$ cat config.mk
export PLATFORM = sky130hd
export DESIGN_NAME = bsd_lane
export DESIGN_NICKNAME = d
export VERILOG_FILES = /design/src/rtl/bsd_pkg.sv /design/src/rtl/bsd_lane.sv
export SDC_FILE = /design/constraint.sdc
export NUM_CORES = 1
export LEC_CHECK = 0
export ABC_AREA = 1
export BUFFER_PORTS_ARGS = -buffer_cell sky130_fd_sc_hd__buf_2
export CAP_MARGIN = 20
export CORE_UTILIZATION = 40
export CTS_BUF_LIST = sky130_fd_sc_hd__clkbuf_4
export DETAILED_ROUTE_END_ITERATION = 6
export GPL_TIMING_DRIVEN = 0
export PLACE_DENSITY = 0.66
export SETUP_SLACK_MARGIN = 0.2
export SLEW_MARGIN = 40
export SYNTH_ARGS = -nofsm -noshare
export SYNTH_HDL_FRONTEND = slang
export SYNTH_SLANG_ARGS = --single-unit
$ cat constraint.sdc
create_clock -name clock -period 17.2 [get_ports clock]
set_clock_uncertainty 0.2 [all_clocks]
set_input_delay 0.86 -clock clock [delete_from_list [all_inputs] [get_ports clock]]
set_output_delay 0.86 -clock clock [all_outputs]
set_load 0.005 [all_outputs]
$ cat src/rtl/bsd_pkg.sv
// Shared types and constants for the Bayer superpixel downscaler.
// Used by bsd_lane, bsd_merge and bayer_superpixel_downscaler; no dependencies.
package bsd_pkg;

   localparam int RAW_BITS       = 16;
   localparam int SCALE_BITS     = 25;
   localparam int CODE_BITS      = 8;
   localparam int NUM_SLOTS      = 4;
   localparam int CSR_INDEX_BITS = 3;
   localparam int CSR_DATA_BITS  = 64;

   localparam logic [CSR_INDEX_BITS-1:0] CSR_CFA_PHASE    = 3'd0;
   localparam logic [CSR_INDEX_BITS-1:0] CSR_BLACK_LEVELS = 3'd1;
   localparam logic [CSR_INDEX_BITS-1:0] CSR_SCALE_SLOT0  = 3'd2;
   localparam logic [CSR_INDEX_BITS-1:0] CSR_SCALE_SLOT1  = 3'd3;
   localparam logic [CSR_INDEX_BITS-1:0] CSR_SCALE_SLOT2  = 3'd4;
   localparam logic [CSR_INDEX_BITS-1:0] CSR_SCALE_SLOT3  = 3'd5;

   localparam logic [SCALE_BITS-1:0] SCALE_RESET = 25'd16777216;

   typedef struct packed {
      logic [RAW_BITS-1:0] raw_top_left;
      logic [RAW_BITS-1:0] raw_top_right;
      logic [RAW_BITS-1:0] raw_bottom_left;
      logic [RAW_BITS-1:0] raw_bottom_right;
      logic                last_tile;
   } req_type;

   typedef struct packed {
      logic [CODE_BITS-1:0] red;
      logic [CODE_BITS-1:0] green;
      logic [CODE_BITS-1:0] blue;
   } rsp_type;

   // accumulate-stage control shared by all lanes
   typedef struct packed {
      logic advance;
      logic valid;
      logic add;
      logic close;
   } lane_ctrl_type;

endpackage

$ cat src/rtl/bsd_lane.sv
// One slot lane: black-level subtract, scale multiply and run accumulator.
// Depends on bsd_pkg.
module bsd_lane #(
   parameter int SAMPLE_BITS     = 16,
   parameter int SCALE_FRAC_BITS = 24,
   parameter int SUM_W           = 42
) (
   input  logic                             clock,
   input  logic                             reset,
   input  bsd_pkg::lane_ctrl_type           ctrl,
   input  logic [bsd_pkg::RAW_BITS-1:0]     raw,
   input  logic [bsd_pkg::RAW_BITS-1:0]     black,
   input  logic [bsd_pkg::SCALE_BITS-1:0]   scale,
   output logic [SUM_W-1:0]                 total
);

   localparam int SC_W   = SCALE_FRAC_BITS + 1;
   localparam int PROD_W = SAMPLE_BITS + SC_W;
   localparam int CMP_W  = (SC_W > bsd_pkg::SCALE_BITS) ? SC_W : bsd_pkg::SCALE_BITS;
   localparam logic [SC_W-1:0] ONE = SC_W'(1) << SCALE_FRAC_BITS;

   logic [SAMPLE_BITS-1:0]       raw_s;
   logic [bsd_pkg::RAW_BITS-1:0] raw_ext;
   logic [SAMPLE_BITS-1:0]       diff;
   logic [SC_W-1:0]              scale_c;
   logic [PROD_W-1:0]            prod_in;
   logic [PROD_W-1:0]            prod_ff;
   logic [SUM_W-1:0]             acc;
   logic [SUM_W-1:0]             sum_in;
   logic [SUM_W-1:0]             sum_ff;
   logic [SUM_W-1:0]             total_ff;

   always_comb begin
      raw_s   = raw[SAMPLE_BITS-1:0];
      raw_ext = bsd_pkg::RAW_BITS'(raw_s);
      if (raw_ext > black) begin
         diff = SAMPLE_BITS'(raw_ext - black);
      end else begin
         diff = '0;
      end
      if (CMP_W'(scale) > CMP_W'(ONE)) begin
         scale_c = ONE;
      end else begin
         scale_c = SC_W'(scale);
      end
      prod_in = PROD_W'(diff) * PROD_W'(scale_c);
   end

   always_ff @(posedge clock) begin
      if (ctrl.advance) begin
         prod_ff <= prod_in;
      end
   end

   always_comb begin
      acc    = sum_ff + (ctrl.add ? SUM_W'(prod_ff) : '0);
      sum_in = sum_ff;
      if (ctrl.advance && ctrl.valid) begin
         sum_in = ctrl.close ? '0 : acc;
      end
   end

   always_ff @(posedge clock) begin
      if (reset) begin
         sum_ff <= '0;
      end else begin
         sum_ff <= sum_in;
      end
   end

   always_ff @(posedge clock) begin
      if (ctrl.advance && ctrl.valid && ctrl.close) begin
         total_ff <= acc;
      end
   end

   assign total = total_ff;

endmodule

==> impl_metrics.toml <==
[yosys]
ys_seq_area_frac = 0.154
synth_common_cells = "798 x nand2_1, 649 x inv_1, 322 x fa_1, 299 x nor2_1, 170 x ha_1"
synth_area_um2 = 21700
synth_nets = 3467
synth.avg_cell_area_um2 = 7.45
synth_top_cell_by_area = "fa_1"
netlist_instances = 2912
ys.flop_type = "edfxtp_1"
async_reset_ff_frac = 0
ys_seq_elements = 125
synth_edf_count = 83
synth.distinct_cells = 45
yosysMostFrequentCell = "nand2_1"
yosys-top-cells-area = "fa_1 30%, nand2_1 14%, edfxtp_1 11%, inv_1 11%, ha_1 9.8%"
synth_top_area_frac = 0.297
yosysWarnings = 0

[worst_setup_path]
crit_buf_inv = 6
critPathRequiredTime_ns = 17.31
cp.arrival_ns = 8.58
critPathTopFamily = "adder cells"
endpoint_kind = "flip-flop"
slowest_stage = "nor4_1"
slowest_delay_ns = 0.78
worst_setup_path_start_kind = "input pin"
cp_max_fo = 10
critical_path_class = "in -> reg"
cp_common_cell = "fa_1"

[timing]
tightest_slew_ns = 0.901
rsz0062_at_grt = "no"
maxSlewHeadroom = 0.394
whs_ns = 0.279
hold_viol_final = 0
drv_slew = 0
setup_viol = 0
min_period_ns = 8.47
max_freq_mhz = 118
setup_tns_ns = 0
min_period_over_period = 0.493
worst_slack_ns = 8.73

[cts]
cts_num_sinks = 125
clock_path_buffers = 2
cts_made_buffers = 17
holdBufCountCts = 0
cts-htree-levels = 4
cts_tree = "done"
post_cts_resized = 0
clkLatencyLatePin_ns = 0.57
post_cts_buffers = 0
clk_pin_slew_ns = 0.12
cts-root-buf = "clkbuf_4"

[route]
wire_per_inst_um = 16.1
drt-initial-drc-count = 1252
ant_nets = 0
wl_um = 60200
drcViolationCount = 15
via_per_inst = 4.94
vias = 18400
drtPass1Iterations = 7

[final_layout]
fin_area_um2 = 23400
area_delta_synth_final_pct = 8.06
layout-drive-gt1-share = 0.0676
layout.nets = 3588

[die]
rows = 84
fp.coreArea_um2 = 53100
start_util = 0.409
dieHeight_um = 235
die_area_um2 = 55200
ios = 105
fp.dieW_um = 235

[place]
portBuffers = 101
dp.final_hpwl_um = 51300
place.gp.congestion = 0.947
post-place-ws_ns = 8.28
postPlaceCellArea_um2 = 23100

[global_route]
grt_use_total = 0.224
grt_max_degree = 43
grt_pass1_wl_um = 97500
grt_pass1_vias = 19000
antenna_found_initial = 1
overflow = 0

[flow_run]
drv_cap = 0

[run_status]
status = "finished with violations"
violations = "design-rule violations"

[power_and_ir_drop]
p_per_area_nw_per_um2 = 88.8
irDropWorstVdd_v = 0.0000444
p_leak_nw = 12.3

[min_path]
min_path_type = "reg -> reg"
-- layout by cell type (no fill, tap or decap), types with 3 or more instances in the layout --
cell | synthesis | routed
nand2_1 | 798 | 798
inv_1 | 649 | 649
fa_1 | 322 | 322
nor2_1 | 299 | 298
ha_1 | 170 | 170
a21oi_1 | 135 | 135
buf_2 | 24 | 124
nand3_1 | 93 | 93
edfxtp_1 | 83 | 83
xor2_1 | 45 | 45
dfxtp_1 | 42 | 42
o21ai_0 | 36 | 36
clkbuf_1 | 28 | 28
nor3_1 | 26 | 26
and2_1 | 22 | 22
clkbuf_4 | 0 | 17
a21o_1 | 14 | 14
xnor2_1 | 14 | 14
o21bai_1 | 14 | 14
inv_2 | 11 | 11
nand4_1 | 8 | 8
or2_2 | 8 | 8
clkinv_1 | 7 | 8
buf_4 | 7 | 8
nor4_1 | 8 | 7
o21ai_1 | 6 | 6
nand3b_1 | 6 | 6
nor2_4 | 5 | 6
clkinvlp_4 | 0 | 6
bufinv_16 | 0 | 5
a31oi_1 | 4 | 4
nor2_8 | 3 | 3
a21boi_0 | 3 | 3
o21a_1 | 3 | 3
-- per-stage QoR --
stage               std cells   util  power (mW)
global route             3735  0.442        2.30
global placement         3701  0.435        1.80
finish                   3735  0.442        2.08
detailed placement       3702  0.435        1.82
CTS                      3734  0.442        2.07
floorplan                2912      -        1.43
-- cells by family after synthesis --
kind of cell | after synthesis | share of synthesized area
fa+ha+maj | 492 | 0.395
xor+xnor | 59 | 0.0238
flops | 125 | 0.154
compound gates | 221 | 0.0559
simple gates | 1286 | 0.242
buf+inv | 729 | 0.130
-- worst reg2reg max path: cells and delay by family (launching register included) --
kind,cells,cell delay (ns)
flip-flops,1,0.38
AND/OR/NAND/NOR,9,1.23
buffers and inverters,1,0.07
adder cells (fa/ha/maj),2,0.75
-- where the power goes --
part / internal [mW] / switching [mW]
sequential: 0.414 / 0.0130
clock: 0.129 / 0.121
combinational: 0.499 / 0.907
-- worst paths after layout --
path	startpoint	to	slack, ns	depth (start not counted)
max	scale[7]	prod_ff[31]	8.73	26
min	sum_ff[3]	sum_ff[3]	0.28	2
max reg2reg	prod_ff[0]	total[24]	14.35	12
min reg2reg	sum_ff[3]	sum_ff[3]	0.28	2
-- final cells by class --
type	instances	area, um^2
Sequential cell	125	3330
Clock inverter	15	221
Fill cell	5455	29600
Multi-Input combinational cell	2058	15600
Timing Repair Buffer	102	523
Buffer	61	304
Clock buffer	17	128
Antenna cell	1	2.50
Inverter	668	2510
Tap cell	688	861
-- state kept, by name (all words and copies together) (netlist names) --
register / flops
prod_ff: 41
sum_ff: 42
total: 42
-- per-layer routing --
layer / wire (um) / track usage / up-vias / share of wire
met3: 4530 / 0.0296 / 105 / 0.075
met4: 2570 / 0.0969 / 0 / 0.043
met5: 0 / 0 / - / 0
li1: - / - / 8973 / -
met2: 27500 / 0.379 / 668 / 0.46
met1: 25600 / 0.288 / 8699 / 0.43
(Power assumes the default switching activity.)
