==> src/rtl/bsd_pkg.sv <==
// Shared types and constants for the Bayer superpixel downscaler.
// Used by bsd_lane, bsd_merge and bayer_superpixel_downscaler; no dependencies.
package bsd_pkg;

   localparam int RAW_BITS       = 16;
   localparam int SCALE_BITS     = 25;
   localparam int CODE_BITS      = 8;
   localparam int NUM_SLOTS      = 4;
   localparam int CSR_INDEX_BITS = 3;
   localparam int CSR_DATA_BITS  = 64;

   localparam logic [CSR_INDEX_BITS-1:0] CSR_CFA_PHASE    = 3'd0;
   localparam logic [CSR_INDEX_BITS-1:0] CSR_BLACK_LEVELS = 3'd1;
   localparam logic [CSR_INDEX_BITS-1:0] CSR_SCALE_SLOT0  = 3'd2;
   localparam logic [CSR_INDEX_BITS-1:0] CSR_SCALE_SLOT1  = 3'd3;
   localparam logic [CSR_INDEX_BITS-1:0] CSR_SCALE_SLOT2  = 3'd4;
   localparam logic [CSR_INDEX_BITS-1:0] CSR_SCALE_SLOT3  = 3'd5;

   localparam logic [SCALE_BITS-1:0] SCALE_RESET = 25'd16777216;

   typedef struct packed {
      logic [RAW_BITS-1:0] raw_top_left;
      logic [RAW_BITS-1:0] raw_top_right;
      logic [RAW_BITS-1:0] raw_bottom_left;
      logic [RAW_BITS-1:0] raw_bottom_right;
      logic                last_tile;
   } req_type;

   typedef struct packed {
      logic [CODE_BITS-1:0] red;
      logic [CODE_BITS-1:0] green;
      logic [CODE_BITS-1:0] blue;
   } rsp_type;

   // accumulate-stage control shared by all lanes
   typedef struct packed {
      logic advance;
      logic valid;
      logic add;
      logic close;
   } lane_ctrl_type;

endpackage

==> src/rtl/bsd_merge.sv <==
// Merge stage: picks slots by CFA phase, divides by run length, rounds to 8 bits.
// Holds the output register. Depends on bsd_pkg.
module bsd_merge #(
   parameter int SCALE_FRAC_BITS = 24,
   parameter int SUM_W           = 42,
   parameter int CNT_W           = 3
) (
   input  logic                  clock,
   input  logic                  reset,
   input  logic                  advance,
   input  logic                  in_valid,
   input  logic [CNT_W-1:0]      in_count,
   input  logic [1:0]            cfa_phase,
   input  logic [SUM_W-1:0]      totals [bsd_pkg::NUM_SLOTS],
   output logic                  out_valid,
   output bsd_pkg::rsp_type      out_data
);

   localparam int DW  = SCALE_FRAC_BITS + CNT_W;
   localparam int NW  = DW + 10;
   localparam int GW  = SUM_W + 1;
   localparam int GNW = NW + 1;
   localparam int XW  = 9 + CNT_W;
   localparam int QW  = XW + 10;
   localparam int CH_RED   = 0;
   localparam int CH_GREEN = 1;
   localparam int CH_BLUE  = 2;

   logic [1:0]       idx_r;
   logic [1:0]       idx_b;
   logic [1:0]       idx_g0;
   logic [1:0]       idx_g1;
   logic [DW-1:0]    den;
   logic [SUM_W-1:0] s_r;
   logic [SUM_W-1:0] s_b;
   logic [GW-1:0]    s_g;
   logic [NW-1:0]    num_r;
   logic [NW-1:0]    num_b;
   logic [GNW-1:0]   num_g;
   logic [XW-1:0]    x_in  [3];
   logic             sat_in [3];

   logic [XW-1:0]    x_ff   [3];
   logic             sat_ff [3];
   logic [CNT_W-1:0] cnt_ff;
   logic             m1_valid_ff;
   logic             out_valid_ff;
   bsd_pkg::rsp_type out_data_ff;
   logic [bsd_pkg::CODE_BITS-1:0] code [3];

   always_comb begin
      idx_r  = cfa_phase;
      idx_b  = ~cfa_phase;
      idx_g0 = cfa_phase ^ 2'b01;
      idx_g1 = cfa_phase ^ 2'b10;
      den    = DW'(in_count) << SCALE_FRAC_BITS;
      s_r    = totals[idx_r];
      s_b    = totals[idx_b];
      s_g    = GW'(totals[idx_g0]) + GW'(totals[idx_g1]);
      num_r  = NW'(s_r[DW-1:0]) * NW'(510) + NW'(den);
      num_b  = NW'(s_b[DW-1:0]) * NW'(510) + NW'(den);
      num_g  = GNW'(s_g[DW:0]) * GNW'(510) + GNW'({den, 1'b0});
      sat_in[CH_RED]   = s_r >= SUM_W'(den);
      sat_in[CH_BLUE]  = s_b >= SUM_W'(den);
      sat_in[CH_GREEN] = s_g >= GW'({den, 1'b0});
      x_in[CH_RED]     = XW'(num_r >> (SCALE_FRAC_BITS + 1));
      x_in[CH_BLUE]    = XW'(num_b >> (SCALE_FRAC_BITS + 1));
      x_in[CH_GREEN]   = XW'(num_g >> (SCALE_FRAC_BITS + 2));
   end

   always_ff @(posedge clock) begin
      if (advance) begin
         x_ff   <= x_in;
         sat_ff <= sat_in;
         cnt_ff <= in_count;
      end
   end

   always_ff @(posedge clock) begin
      if (reset) begin
         m1_valid_ff  <= 1'b0;
         out_valid_ff <= 1'b0;
      end else if (advance) begin
         m1_valid_ff  <= in_valid;
         out_valid_ff <= m1_valid_ff;
      end
   end

   // run length is 1..4: shifts, and reciprocal 683/2048 for three
   function automatic logic [XW-1:0] div_count(input logic [XW-1:0] x,
                                                input logic [2:0] cnt);
      logic [QW-1:0] prod;
      logic [XW-1:0] q;
      prod = QW'(x) * QW'(683);
      unique case (cnt)
         3'd2:    q = x >> 1;
         3'd3:    q = XW'(prod >> 11);
         3'd4:    q = x >> 2;
         default: q = x;
      endcase
      return q;
   endfunction

   always_comb begin
      for (int c = 0; c < 3; c++) begin
         if (sat_ff[c]) begin
            code[c] = '1;
         end else begin
            code[c] = bsd_pkg::CODE_BITS'(div_count(x_ff[c], 3'(cnt_ff)));
         end
      end
   end

   always_ff @(posedge clock) begin
      if (advance) begin
         out_data_ff.red   <= code[CH_RED];
         out_data_ff.green <= code[CH_GREEN];
         out_data_ff.blue  <= code[CH_BLUE];
      end
   end

   assign out_valid = out_valid_ff;
   assign out_data  = out_data_ff;

endmodule

==> config.mk <==
export PLATFORM = sky130hd
export DESIGN_NAME = bsd_merge
export DESIGN_NICKNAME = d
export VERILOG_FILES = /design/src/rtl/bsd_pkg.sv /design/src/rtl/bsd_merge.sv
export SDC_FILE = /design/constraint.sdc
export NUM_CORES = 2
export LEC_CHECK = 0
export BUFFER_PORTS_ARGS = -buffer_cell sky130_fd_sc_hd__buf_2
export CAP_MARGIN = 20
export CORE_MARGIN = 4
export CORE_UTILIZATION = 60
export DETAILED_ROUTE_END_ITERATION = 8
export PLACE_DENSITY = 0.85
export SETUP_SLACK_MARGIN = 0.15
export SYNTH_ARGS = -nofsm -noshare
export SYNTH_HDL_FRONTEND = slang
export SYNTH_SLANG_ARGS = --single-unit
==> constraint.sdc <==
create_clock -name clock -period 14.3 [get_ports clock]
set_clock_uncertainty 0.2 [all_clocks]
set_input_delay 2.145 -clock clock [delete_from_list [all_inputs] [get_ports clock]]
set_output_delay 2.145 -clock clock [all_outputs]
set_load 0.02 [all_outputs]
==> flow_summary.ini <==
[outcome]
outcome = complete, no violations

[worst_setup_path]
cp-start-kind = input port
endpoint_kind = flop
critPathMaxFanout = 90
crit_required_ns = 14.18
rrSetupSlack_ns = 8.52
endpoint = x_ff[22]
worstReg2RegEnd = out_data[15]
max_stage_delay_ns = 0.69
r2r_cells = 16
worstSetupPathType = in -> reg
r2r-start = x_ff[19]
crit_path_start = cfa_phase[1]
cp.arrival_ns = 11.85
cpMaxStageDelayCell = xnor2_1

[routing]
wl_mm = 74.3
drt_iter0_drc = 1810
vias = 22593
wire_per_inst_um = 19.5
postRouteAntennaNets = 0
drcViolationCount = 0
dr.pass1.iters = 6
routed_via_density = 5.94

[layout]
regArea_sq_um = 2020
multi_input_area_sq_um = 23700
layout_common_cells = inv_1, fa_1, ha_1
area_growth_pct = 7.19
drive_above_1_share = 0.112
nets = 4239
fill_cells = 3707
mostFrequentLayoutCell = inv_1
post-route-util = 0.651

[cts]
hold_buffers = 0
numCtsBuffers = 9
clkTransAtPathRegs_ns = 0.05
clock_latency_ns = 0.35
clock_path_buffers = 2
cts-root-buf = clkbuf_16
cts_resized = 0
h-tree-depth = 3
clock-sinks = 68
post_cts_buffers = 0
cts_tree = done

[yosys]
synth_warnings = 0
synth-async-reset-ratio = 0
synth.ff_latch_count = 68
syn-num-nets = 4064
synth_flop_cell = edfxtp_1
syn_inst = 3010
ys_types = 91
syn_area_sq_um = 28300
avgSynthCellArea_sq_um = 9.41
ys_seq_area_frac = 0.0714
synth_edf_count = 66

[grt]
antenna_found_initial = 9
grt_first_pass_wirelength_mm = 120
grt_max_degree = 91
grtUsageTotal = 0.295
grt_overflow = 0
grt_pass1_vias = 23370

[place]
dp_hpwl_mm = 65.1
place_congestion = 0.987
io_buffers = 201

[sta]
fin_crit_sh = 0.837
period_needed_ns = 11.97
timing.final.max_slew_violations = 0
rsz0062_at_grt = false
fmax_mhz = 83.5
fin_tns_setup_ns = 0
relSlewSlack = 0.169
hold_violations = 0
tightest_slew_ns = 1.21
setup_violations = 0

[floorplan]
ios = 202
die_area_sq_um = 50800
initial_utilization = 0.607
core_area_sq_um = 46700
fp-row-count = 79
die-width_um = 225
fp.dieH_um = 225

[flow_run]
max_cap_viol_count = 0

[worst_hold_path]
hp-class = reg -> reg
## kinds of logic after synthesis
group           after synthesis  synth area share
fa+ha+maj                   880             0.505
buf+inv                     708            0.0940
compound gates              551             0.127
simple gates                503            0.0856
mux                         152            0.0703
xor+xnor                    148            0.0467
flops                        68            0.0714
## state kept, by name, summed over array words and instances (netlist names)
register     cells
x_ff            36
out_data        24
cnt_ff           3
sat_ff           3
m1_valid_ff      1
out_valid        1
## area by class of cell
| class | count | share of cell area |
|---|---|---|
| multi-input cells | 2234 | 0.779 |
| inverters | 634 | 0.0784 |
| flip-flops and latches | 68 | 0.0666 |
| repair buffers | 238 | 0.0426 |
| well taps | 607 | 0.0250 |
| clock buffers | 12 | 0.00779 |
| clock inverters | 4 | 0.000536 |
| diodes | 6 | 0.000494 |
## through the flow
| step | instances | area (sq um) | worst slack (ns) | hold WS, ns |
|---|---|---|---|---|
| 2_1_floorplan | 3010 | 28300 | 3.01 | 0.260 |
| 3_3_place_gp | 3780 | 30100 | 2.33 | 0.279 |
| 3_5_place_dp | 3780 | 30100 | 2.11 | 0.316 |
| 4_1_cts | 3796 | 30400 | 2.47 | 0.328 |
| 5_1_grt | 3802 | 30400 | 1.67 | 0.387 |
| 6_report | 3803 | 30400 | 2.33 | 0.324 |
## Yosys cell counts (all sizes together) (4+ instances only)
master   count  share of area
o311ai       6         0.0021
mux2i       63          0.022
a31oi       15         0.0038
a211o       12         0.0037
a211oi      20         0.0055
a21oi      167          0.029
fa         439           0.31
a22o         5         0.0015
or3         11         0.0024
nor2       145          0.019
a221oi       5         0.0018
nand3       41         0.0072
a21o        66          0.017
nor2b       21         0.0046
inv        634          0.084
edfxtp      66          0.070
mux2        57          0.023
nand2b      17         0.0038
o21a        30         0.0079
buf         23         0.0032
ha         438           0.19
a221o       16         0.0057
and2         9         0.0020
xor2        64          0.020
a2111oi      7         0.0022
nand2      133          0.018
nor4        18         0.0040
o31ai       10         0.0026
xnor2       84          0.027
and3        19         0.0042
or2          4        0.00088
clkbuf      51         0.0068
a22oi        5         0.0013
o41ai        7         0.0024
nor3b        6         0.0016
nand4       28         0.0062
o211ai       8         0.0023
o21ai      125          0.022
o21bai       9         0.0024
mux4        32          0.025
nor3        31         0.0055
## metal layers
metal | global-route usage | vias to the layer above | share of wire
met2 | 0.499 | 966 | 0.48
met3 | 0.0425 | 151 | 0.082
li1 | - | 10444 | -
met5 | 0 | - | 0.00062
met1 | 0.393 | 11026 | 0.40
met4 | 0.0990 | 6 | 0.034
## worst min-delay path by stage
stage | startpoint | end | slack (ns) | cells past startpoint
final | out_valid | out_valid | 0.32 | 2
after floorplan | m1_valid_ff | m1_valid_ff | 0.26 | 2
after global placement | out_valid | out_valid | 0.28 | 2
after global routing | m1_valid_ff | m1_valid_ff | 0.39 | 2
after detailed placement | out_valid | out_valid | 0.32 | 2
after CTS | out_valid | out_valid | 0.33 | 2
## worst max-delay path, delay by kind of cell
family / cells / cell delay, ns
AOI/OAI and AO/OA: 15 / 3.19
xor gates and xnor gates: 4 / 1.10
adders and majority gates: 8 / 3.00
buffers and inverters: 5 / 0.81
muxes: 1 / 0.42
and+or+nand+nor: 7 / 1.11
Power is not shown: default switching activity piles up to over one toggle a cycle in this logic, so the estimate is an artifact.
